## src/hw/rtl/pbb_pkg.sv

```systemverilog
// Package of the PID unit: result codes, register indexes and the serial control struct.
// No dependencies.
`timescale 1ns / 1ps
package pbb_pkg;
  localparam logic [2:0] ACT_HELD = 3'd0;
  localparam logic [2:0] ACT_PID  = 3'd1;
  localparam logic [2:0] ACT_BMAX = 3'd2;
  localparam logic [2:0] ACT_BMIN = 3'd3;
  localparam logic [2:0] ACT_STOP = 3'd4;

  localparam logic [2:0] REG_SETPOINT = 3'd0;
  localparam logic [2:0] REG_GAIN_P   = 3'd1;
  localparam logic [2:0] REG_GAIN_I   = 3'd2;
  localparam logic [2:0] REG_GAIN_D   = 3'd3;
  localparam logic [2:0] REG_BANG_ON  = 3'd4;
  localparam logic [2:0] REG_BANG_OFF = 3'd5;
  localparam logic [2:0] REG_DRIVE_MIN = 3'd6;
  localparam logic [2:0] REG_DRIVE_MAX = 3'd7;

  // Start and busy flags of one serial operation.
  typedef struct packed {
    logic start;
    logic busy;
  } sctl_t;
endpackage

```

## src/hw/rtl/pbb_mul.sv

```systemverilog
// Shift-and-add signed multiplier, one multiplier bit per cycle.
// Depends on pbb_pkg.
`timescale 1ns / 1ps
module pbb_mul (
  input  logic                clk,
  input  logic                rst,
  input  logic                start,
  input  logic signed [32:0]  a,
  input  logic signed [47:0]  b,
  output pbb_pkg::sctl_t      stat,
  output logic signed [80:0]  prod
);
  import pbb_pkg::*;
  logic [5:0] cnt;
  logic signed [80:0] acc;
  logic signed [80:0] mcand;
  logic [47:0] mplier;
  logic busy;

  // The top multiplier bit carries negative weight.
  always_ff @(posedge clk) begin
    if (rst) begin
      busy <= 1'b0;
      cnt <= '0;
    end else if (start) begin
      busy <= 1'b1;
      cnt <= '0;
      acc <= '0;
      mcand <= 81'(a);
      mplier <= b;
    end else if (busy) begin
      if (mplier[0]) begin
        if (cnt == 6'd47) acc <= acc - mcand;
        else acc <= acc + mcand;
      end
      mcand <= mcand <<< 1;
      mplier <= mplier >> 1;
      cnt <= cnt + 6'd1;
      if (cnt == 6'd47) busy <= 1'b0;
    end
  end

  assign prod = acc;
  assign stat.start = start;
  assign stat.busy = busy;
endmodule

```

## src/hw/rtl/pbb_div.sv

```systemverilog
// Restoring unsigned divider, one quotient bit per cycle.
// Depends on pbb_pkg.
`timescale 1ns / 1ps
module pbb_div (
  input  logic               clk,
  input  logic               rst,
  input  logic               start,
  input  logic [63:0]        num,
  input  logic [31:0]        den,
  output pbb_pkg::sctl_t     stat,
  output logic [63:0]        quot
);
  import pbb_pkg::*;
  logic [6:0] cnt;
  logic [32:0] rem;
  logic [63:0] q;
  logic [32:0] trial;
  logic busy;

  assign trial = {rem[31:0], q[63]} - {1'b0, den};

  always_ff @(posedge clk) begin
    if (rst) begin
      busy <= 1'b0;
      cnt <= '0;
    end else if (start) begin
      busy <= 1'b1;
      cnt <= '0;
      rem <= '0;
      q <= num;
    end else if (busy) begin
      if (!trial[32]) begin
        rem <= trial;
        q <= {q[62:0], 1'b1};
      end else begin
        rem <= {rem[31:0], q[63]};
        q <= {q[62:0], 1'b0};
      end
      cnt <= cnt + 7'd1;
      if (cnt == 7'd63) busy <= 1'b0;
    end
  end

  assign quot = q;
  assign stat.start = start;
  assign stat.busy = busy;
endmodule

```

## src/hw/rtl/pid_with_bang_bang_unit.sv

```systemverilog
// PID controller with bang-bang override, Q16.16, top level.
// Depends on pbb_pkg, pbb_mul and pbb_div.
//
// Usage: configuration is written through cfg_we/cfg_index/cfg_data while idle.
// Slave stream s_axis: tuser = operation (1 stop, 0 run), tdata packs now_ms,
// measurement and near_threshold. Master stream m_axis returns one item per
// input item: tuser = action, tdata packs drive, at_setpoint, stopped_flag,
// integral_value.
// One item is processed at a time. A stop item goes from acceptance straight to
// the output state; a bang or held item passes through the decide state first.
// A PID update runs one serial multiply for |s|*dT, two serial divides and
// three serial multiplies. The shared bit-serial divider and multiplier serve
// all these steps. After the result enters the output register, the unit passes
// through a wait state before the input is taken again. Reset clears the
// configuration and the controller state to zero, but not the datapath and
// output data registers.
// A stalled receiver holds the result register; a finished item then waits
// until the register is free, and the input stays blocked meanwhile.
`timescale 1ns / 1ps
module pid_with_bang_bang_unit #(
  parameter int TIME_STEP_MS = 1000
) (
  input  logic         clk,
  input  logic         rst,
  input  logic         cfg_we,
  input  logic [2:0]   cfg_index,
  input  logic [31:0]  cfg_data,
  input  logic         s_axis_tvalid,
  output logic         s_axis_tready,
  // now_ms[31:0], measurement[63:32], near_threshold[94:64], zero pad
  input  logic [95:0]  s_axis_tdata,
  // operation
  input  logic         s_axis_tuser,
  output logic         m_axis_tvalid,
  input  logic         m_axis_tready,
  // drive[31:0], at_setpoint[32], stopped_flag[33], integral_value[81:34], pad
  output logic [87:0]  m_axis_tdata,
  // action
  output logic [2:0]   m_axis_tuser
);
  import pbb_pkg::*;

  localparam logic [3:0] S_IDLE = 4'd0;
  localparam logic [3:0] S_DECIDE = 4'd1;
  localparam logic [3:0] S_DIV_I = 4'd2;
  localparam logic [3:0] S_DIV_D = 4'd3;
  localparam logic [3:0] S_MUL_P = 4'd4;
  localparam logic [3:0] S_MUL_I = 4'd5;
  localparam logic [3:0] S_MUL_D = 4'd6;
  localparam logic [3:0] S_SUM = 4'd7;
  localparam logic [3:0] S_CLAMP = 4'd8;
  localparam logic [3:0] S_OUT = 4'd9;
  localparam logic [3:0] S_WAIT = 4'd10;

  logic signed [31:0] setpoint, gain_p, gain_i, gain_d, drive_min, drive_max;
  logic [30:0] bang_on_limit, bang_off_limit;

  logic signed [31:0] last_measurement, previous_error, held_drive;
  logic [31:0] last_update_ms;
  logic signed [47:0] error_integral;
  logic is_stopped;

  logic [3:0] state;
  logic [31:0] now_ms, dt;
  logic [30:0] thr;
  logic [2:0] action;
  logic signed [31:0] e;
  logic signed [33:0] sum_ed;
  logic signed [82:0] acc;
  logic sub_started;

  logic mul_start, div_start;
  logic signed [32:0] mul_a;
  logic signed [47:0] mul_b;
  logic signed [80:0] mul_p;
  logic [63:0] div_num, div_q;
  logic [31:0] div_den;
  sctl_t mul_st, div_st;

  // Error in full precision for the bang tests and at-setpoint flag.
  logic signed [32:0] err_x;
  logic signed [33:0] neg_err;
  logic [32:0] abs_err;
  assign err_x = 33'(setpoint) - 33'(last_measurement);
  assign neg_err = -34'(err_x);
  assign abs_err = err_x[32] ? neg_err[32:0] : err_x;

  logic signed [31:0] e_sat;
  always_comb begin
    if (err_x > 33'sh0_7FFF_FFFF) e_sat = 32'sh7FFF_FFFF;
    else if (err_x < -33'sh0_8000_0000) e_sat = 32'sh8000_0000;
    else e_sat = err_x[31:0];
  end

  logic [33:0] sum_mag;
  logic [32:0] dif_mag;
  logic signed [32:0] dif_ed;
  assign dif_ed = 33'(e) - 33'(previous_error);
  assign sum_mag = sum_ed[33] ? 34'(-sum_ed) : 34'(sum_ed);
  assign dif_mag = dif_ed[32] ? 33'(-dif_ed) : 33'(dif_ed);

  logic signed [65:0] int_sum;
  logic signed [47:0] int_sat;
  logic signed [63:0] inc;
  assign inc = sum_ed[33] ? -$signed(div_q) : $signed(div_q);
  // The increment can pass 48 bits, so the sum stays wide until it saturates.
  assign int_sum = 66'(error_integral) + 66'(inc);
  always_comb begin
    if (int_sum > 66'sh0_7FFF_FFFF_FFFF) int_sat = 48'sh7FFF_FFFF_FFFF;
    else if (int_sum < -66'sh0_8000_0000_0000) int_sat = 48'sh8000_0000_0000;
    else int_sat = int_sum[47:0];
  end

  logic signed [47:0] derr;
  logic signed [63:0] dq_s;
  assign dq_s = dif_ed[32] ? -$signed(div_q) : $signed(div_q);
  assign derr = dq_s[47:0];

  logic signed [82:0] term;
  assign term = 83'(mul_p >>> 16);

  logic signed [82:0] vmax, vmin;
  assign vmax = 83'sd2 <<< 32;
  assign vmin = -(83'sd2 <<< 32);
  logic signed [82:0] v;
  always_comb begin
    if (acc >= (83'sd1 <<< 32)) v = vmax;
    else if (acc < -(83'sd1 <<< 32)) v = vmin;
    else v = acc;
  end

  assign s_axis_tready = (state == S_IDLE);

  always_comb begin
    mul_start = 1'b0;
    div_start = 1'b0;
    mul_a = 33'(gain_p);
    mul_b = 48'(e);
    div_num = 64'(sum_mag);
    div_den = 32'd2000;
    unique case (state)
      S_DIV_I: begin
        div_start = !sub_started;
      end
      S_DIV_D: begin
        div_start = !sub_started;
        // Times 1000 as 1024 - 16 - 8.
        div_num = (64'(dif_mag) << 10) - (64'(dif_mag) << 4) - (64'(dif_mag) << 3);
        div_den = (dt == 32'd0) ? 32'd1 : dt;
      end
      S_MUL_P: mul_start = !sub_started;
      S_MUL_I: begin
        mul_start = !sub_started;
        mul_a = 33'(gain_i);
        mul_b = error_integral;
      end
      S_MUL_D: begin
        mul_start = !sub_started;
        mul_a = 33'(gain_d);
        mul_b = derr;
      end
      default: ;
    endcase
  end

  // The integral numerator is |s| * dT, formed by the multiplier path below.
  logic [63:0] sdt;
  logic sdt_ready;

  always_ff @(posedge clk) begin
    if (rst) begin
      setpoint <= '0; gain_p <= '0; gain_i <= '0; gain_d <= '0;
      bang_on_limit <= '0; bang_off_limit <= '0;
      drive_min <= '0; drive_max <= '0;
    end else if (cfg_we) begin
      unique case (cfg_index)
        REG_SETPOINT: setpoint <= cfg_data;
        REG_GAIN_P: gain_p <= cfg_data;
        REG_GAIN_I: gain_i <= cfg_data;
        REG_GAIN_D: gain_d <= cfg_data;
        REG_BANG_ON: bang_on_limit <= cfg_data[30:0];
        REG_BANG_OFF: bang_off_limit <= cfg_data[30:0];
        REG_DRIVE_MIN: drive_min <= cfg_data;
        REG_DRIVE_MAX: drive_max <= cfg_data;
        default: ;
      endcase
    end
  end

  always_ff @(posedge clk) begin
    if (rst) begin
      state <= S_IDLE;
      last_measurement <= '0;
      last_update_ms <= '0;
      error_integral <= '0;
      previous_error <= '0;
      held_drive <= '0;
      is_stopped <= 1'b0;
      m_axis_tvalid <= 1'b0;
      sub_started <= 1'b0;
      sdt_ready <= 1'b0;
    end else begin
      if (m_axis_tvalid && m_axis_tready && state != S_OUT) m_axis_tvalid <= 1'b0;
      unique case (state)
        S_IDLE: begin
          if (s_axis_tvalid) begin
            now_ms <= s_axis_tdata[31:0];
            thr <= s_axis_tdata[94:64];
            if (s_axis_tuser) begin
              is_stopped <= 1'b1;
              last_update_ms <= s_axis_tdata[31:0];
              error_integral <= '0;
              previous_error <= '0;
              action <= ACT_STOP;
              state <= S_OUT;
            end else begin
              last_measurement <= s_axis_tdata[63:32];
              if (is_stopped) begin
                is_stopped <= 1'b0;
                last_update_ms <= s_axis_tdata[31:0];
                error_integral <= '0;
                previous_error <= '0;
              end
              state <= S_DECIDE;
            end
          end
        end
        S_DECIDE: begin
          dt <= now_ms - last_update_ms;
          if (bang_on_limit != '0 && err_x > $signed({2'b00, bang_on_limit})) begin
            held_drive <= drive_max;
            last_update_ms <= now_ms;
            action <= ACT_BMAX;
            state <= S_OUT;
          end else if (bang_off_limit != '0
                       && neg_err > $signed({3'b000, bang_off_limit})) begin
            held_drive <= drive_min;
            last_update_ms <= now_ms;
            action <= ACT_BMIN;
            state <= S_OUT;
          end else if ((now_ms - last_update_ms) >= 32'(TIME_STEP_MS)) begin
            e <= e_sat;
            sum_ed <= 34'(e_sat) + 34'(previous_error);
            last_update_ms <= now_ms;
            action <= ACT_PID;
            sdt_ready <= 1'b0;
            sub_started <= 1'b0;
            state <= S_DIV_I;
          end else begin
            action <= ACT_HELD;
            state <= S_OUT;
          end
        end
        S_DIV_I: begin
          // trunc(s*dT/2000) = sign(s) * floor(|s|*dT/2000); |s|*dT from the multiplier.
          if (!sdt_ready) begin
            if (!sub_started) sub_started <= 1'b1;
            else if (!mul_st.busy) begin
              sdt <= mul_p[63:0];
              sdt_ready <= 1'b1;
              sub_started <= 1'b0;
            end
          end else if (!sub_started) begin
            sub_started <= 1'b1;
          end else if (!div_st.busy) begin
            error_integral <= int_sat;
            sub_started <= 1'b0;
            state <= S_DIV_D;
          end
        end
        S_DIV_D: begin
          if (!sub_started) sub_started <= 1'b1;
          else if (!div_st.busy) begin
            sub_started <= 1'b0;
            acc <= '0;
            state <= S_MUL_P;
          end
        end
        S_MUL_P: begin
          if (!sub_started) sub_started <= 1'b1;
          else if (!mul_st.busy) begin
            acc <= term;
            sub_started <= 1'b0;
            state <= S_MUL_I;
          end
        end
        S_MUL_I: begin
          if (!sub_started) sub_started <= 1'b1;
          else if (!mul_st.busy) begin
            acc <= acc + term;
            sub_started <= 1'b0;
            state <= S_MUL_D;
          end
        end
        S_MUL_D: begin
          if (!sub_started) begin
            sub_started <= 1'b1;
            previous_error <= e;
          end else if (!mul_st.busy) begin
            acc <= acc + term;
            sub_started <= 1'b0;
            state <= S_SUM;
          end
        end
        S_SUM: begin
          acc <= v;
          state <= S_CLAMP;
        end
        S_CLAMP: begin
          if (acc < 83'(drive_min)) held_drive <= drive_min;
          else if (acc > 83'(drive_max)) held_drive <= drive_max;
          else held_drive <= acc[31:0];
          state <= S_OUT;
        end
        S_OUT: begin
          if (!m_axis_tvalid || m_axis_tready) begin
            m_axis_tvalid <= 1'b1;
            m_axis_tuser <= action;
            m_axis_tdata <= {6'd0, error_integral, is_stopped,
              (abs_err <= 33'(thr)), is_stopped ? 32'd0 : held_drive};
            state <= S_WAIT;
          end
        end
        S_WAIT: state <= S_IDLE;
        default: state <= S_IDLE;
      endcase
    end
  end

  // The integral step reuses the multiplier for |s|*dT before the divide.
  logic mul_pre;
  assign mul_pre = (state == S_DIV_I) && !sdt_ready && !sub_started;
  logic [63:0] div_num_i;
  assign div_num_i = sdt;
  logic signed [32:0] dt_s;
  assign dt_s = $signed({1'b0, dt});

  // Override operand routing for the integral product and divide.
  logic mul_start_x, div_start_x;
  logic signed [32:0] mul_a_x;
  logic signed [47:0] mul_b_x;
  logic [63:0] div_num_x;
  always_comb begin
    mul_start_x = mul_start;
    div_start_x = div_start;
    mul_a_x = mul_a;
    mul_b_x = mul_b;
    div_num_x = div_num;
    if (state == S_DIV_I) begin
      mul_start_x = mul_pre;
      div_start_x = sdt_ready && !sub_started;
      mul_a_x = dt_s;
      mul_b_x = 48'(sum_mag);
      div_num_x = div_num_i;
    end
  end

  pbb_mul u_mul (.clk, .rst, .start(mul_start_x), .a(mul_a_x), .b(mul_b_x),
    .stat(mul_st), .prod(mul_p));
  pbb_div u_div (.clk, .rst, .start(div_start_x), .num(div_num_x), .den(div_den),
    .stat(div_st), .quot(div_q));
endmodule

```

## config.mk

```make
export PLATFORM = sky130hd
export DESIGN_NAME = pid_with_bang_bang_unit
export DESIGN_NICKNAME = d
export VERILOG_FILES = /design/src/hw/rtl/pbb_pkg.sv /design/src/hw/rtl/pbb_mul.sv /design/src/hw/rtl/pbb_div.sv /design/src/hw/rtl/pid_with_bang_bang_unit.sv
export SDC_FILE = /design/constraint.sdc
export NUM_CORES = 2
export LEC_CHECK = 0
export ABC_AREA = 1
export BUFFER_PORTS_ARGS = -buffer_cell sky130_fd_sc_hd__buf_2
export CAP_MARGIN = 20
export CORE_MARGIN = 1.5
export CORE_UTILIZATION = 35
export DETAILED_ROUTE_END_ITERATION = 7
export HOLD_SLACK_MARGIN = 0.08
export PLACE_DENSITY = 0.57
export SLEW_MARGIN = 20
export SYNTH_ARGS = -nofsm -noshare
export SYNTH_HDL_FRONTEND = slang
export SYNTH_SLANG_ARGS = --single-unit
```

## constraint.sdc

```tcl
create_clock -name clk -period 11.4 [get_ports clk]
set_clock_uncertainty 0.2 [all_clocks]
set_input_delay 1.14 -clock clk [delete_from_list [all_inputs] [get_ports clk]]
set_output_delay 1.14 -clock clk [all_outputs]
set_load 0.05 [all_outputs]
```

==> out/summary.txt <==
post-synth top area cell: edfxtp_1
status: completed
RSZ-0062 raised after global routing: no
Seq/Total Area, Yosys: 34.9%
Core ar.: 0.245 mm2
total placed cells including tap cells: 14,800
Final ANT Viol Nets: 0
CTS buffer count: 142
Cell Area, Synth: 0.0862 mm2
grt total ovfl: 0
Fmax achieved: 118 MHz
Setup Buffers After CTS: 0
Yosys top cell area share: 24.4%
final hold vios: 0
setup total negative slack: 0 ns
Synth Flop Type: edfxtp_1
clock root buffer: clkbuf_16
clk sinks: 1,154
die width: 499 um
Die ar.: 0.249 mm2
worst reg2reg endpoint: sum_ed[29]
CP peak stage delay: 0.71 ns
first-pass GRT wire length: 454,000 um
Vert. Die Dim: 499 um
Synthesis Warnings: 0
non-filler instance count after layout: 15,100
worst hold path startpoint: action[2]
# IOs: 230
FF-to-FF setup slack: 2.92 ns
multi-input gate area in the final layout: 0.0494 mm2
CTS Buffer Depth: 3
Synth area leaders: edfxtp_1, dfxtp_1, ha_1
placed cell area: 0.0908 mm2
final core occ: 39.0%
Finished Cell Area: 0.0956 mm2
kind of cell adding the most delay to the critical path: compound AO/OA/AOI/OAI gates
DP HPWL: 230,000 um
Total Routing Usage GR: 23.4%
synth unique cells: 79
TritonRoute pass-1 iters: 7
Reg2Reg Depth: 44
#FFs+latches synth: 1,154
routability congestion estimate: 0.985
Post-Syn Instances: 11,700
Final min period: 8.48 ns
CP Launch Type: flip-flop
max cap viols: 0
power per cell area: 238 mW/mm2
Setup crit end kind: flip-flop
post-synthesis average cell area: 7.37 um2
largest net degree at the start of global routing: 183
Slew Limit Fails: 0
final setup violation count: 0
Req. time, crit path: 11.76 ns
WP data arrival: 8.85 ns
period utilization: 74.4%
Slew headroom: 24.4%
Clock transition at path regs: 0.06 ns
CP Class: flip-flop to flip-flop
Peak VDD IR: 0.000220 V
fraction of layout cells with a size suffix above 1: 6.89%
cts hold-fix bufs: 0
Hold Path End: m_axis_tuser[2]
clock latency on the worst-skew pair: 0.84 ns
Hold WC Path Type: flip-flop to flip-flop
FF-to-FF Start: setpoint[0]
WL final: 300,000 um
Fillers: 25,900
DR vias/cell: 5.34
slowest cell on the critical path: inv_1
drc violations: 0
number of global-route vias before repair: 74,800
CTS tree: done
drt initial violations: 7,436
initial antenna violation count: 17
Async S/R FF share, synth: 0%
number of flops mapped to enable cells by yosys: 701
CP most frequent cell: nand2_1
I/O Buffers: 222
Buf/Inv on CP: 8
hold depth: 0
DR vias: 80,800
Reg area: 0.0301 mm2
Lkg Pwr: 40.9 nW
Final nets: 12,600
crit-path max FO: 42
number of core rows: 182
WL/cell: 19.9 um
initial core utilization: 35.1%
Post-CTS Resized: 0
Clock H-tree levels: 4
area delta synth->final: 10.9%
Worst Max-Slew Pin Slew: 1.13 ns
## logic make-up after synthesis
kind of cell | synth area share [%]
fa+ha+maj | 10.5
mux | 0.0697
other cells | 0.00435
buf+inv | 8.03
flops | 34.9
compound gates | 19.3
simple gates | 22.5
xor+xnor | 4.76
## how the worst max path moves through the flow
stage,startpoint,end,slack (ns),cells after the start
6_report,setpoint[0],sum_ed[29],2.92,44
5_1_grt,setpoint[0],sum_ed[29],2.12,44
4_1_cts,setpoint[0],sum_ed[29],3.02,44
3_5_place_dp,setpoint[0],sum_ed[30],3.06,45
3_3_place_gp,setpoint[0],sum_ed[30],3.08,45
2_1_floorplan,rst,m_axis_tdata[0],0.98,2
## synth_stat cells, drive strengths merged, types with 149 or more instances
cell type / count
edfxtp: 701
clkbuf: 323
a21oi: 1272
nor2: 1361
dfxtp: 453
xor2: 346
o21ai: 1032
ha: 710
nand2: 2286
nor3: 149
nand3: 407
inv: 1416
nand4: 180
## routing by layer
| layer | GRT usage, % | up-vias | part of all wire, % |
|---|---|---|---|
| li1 | - | 40100 | - |
| met3 | 2.95 | 376 | 7.0 |
| met4 | 7.57 | 18 | 3.3 |
| met5 | 0 | - | 0.035 |
| met1 | 34.7 | 37600 | 48 |
| met2 | 34.7 | 2681 | 41 |
## area by class of cell
cell class	count	area share [%]
multi-input cells	8727	51.7
flip-flops and latches	1154	31.5
inverters	1428	5.63
well taps	3220	4.21
clock buffers	189	4.15
repair buffers	316	1.92
clock inverters	72	0.937
diodes	6	0.0157
## placed cells by master (no fill, tap or decap), types with 20 or more instances in the layout
master     count
nand3_1      391
o21bai_1      26
ha_1         710
nor3_1       136
or2_2         42
nor4_1       113
a22o_1        28
a21boi_0      20
o21a_1        73
o2111ai_1     25
nor2_2        21
buf_4         94
inv_1       1379
a21o_1        32
a31oi_1      129
xnor2_1      120
clkbuf_1      28
edfxtp_1     701
o21ai_1       27
o211ai_1      77
xor2_1       342
a211oi_1      51
a21oi_2       31
o21ai_0     1000
clkbuf_16    147
a21oi_1     1238
o31ai_1       21
nand4_1      177
clkinv_1      20
inv_2         31
a221oi_1      22
nand2_2       59
a22oi_1       37
nand2_1     2217
dfxtp_1      453
clkinv_2      26
nor2_1      1324
o221ai_1      34
buf_2        221
## report_power, final
| group | leakage, nW | internal [W] | switching [W] | total (W) |
|---|---|---|---|---|
| Combinational | 28.4 | 0.00389 | 0.00833 | 0.0122 |
| Clock | 2.36 | 0.00276 | 0.00199 | 0.00474 |
| Sequential | 10.1 | 0.00530 | 0.000472 | 0.00577 |
## through the flow
stage / total power, W / setup WS, ns / hold slack [ns]
2_1_floorplan: 0.0143 / 0.978 / 0.200
3_3_place_gp: 0.0178 / 3.08 / 0.204
3_5_place_dp: 0.0178 / 3.06 / 0.213
4_1_cts: 0.0226 / 3.02 / 0.225
5_1_grt: 0.0244 / 2.12 / 0.234
6_report: 0.0227 / 2.92 / 0.227
## registers in the layout (all words and copies together) (netlist names), 33 cells and up
name	flops
u_mul.prod	81
u_mul.mplier	48
m_axis_tdata	82
error_integral	48
div_num_i	64
acc	83
u_div.quot	64
u_mul.mcand	81
sum_ed	33
Note: power is estimated with default switching activity, not from simulation.
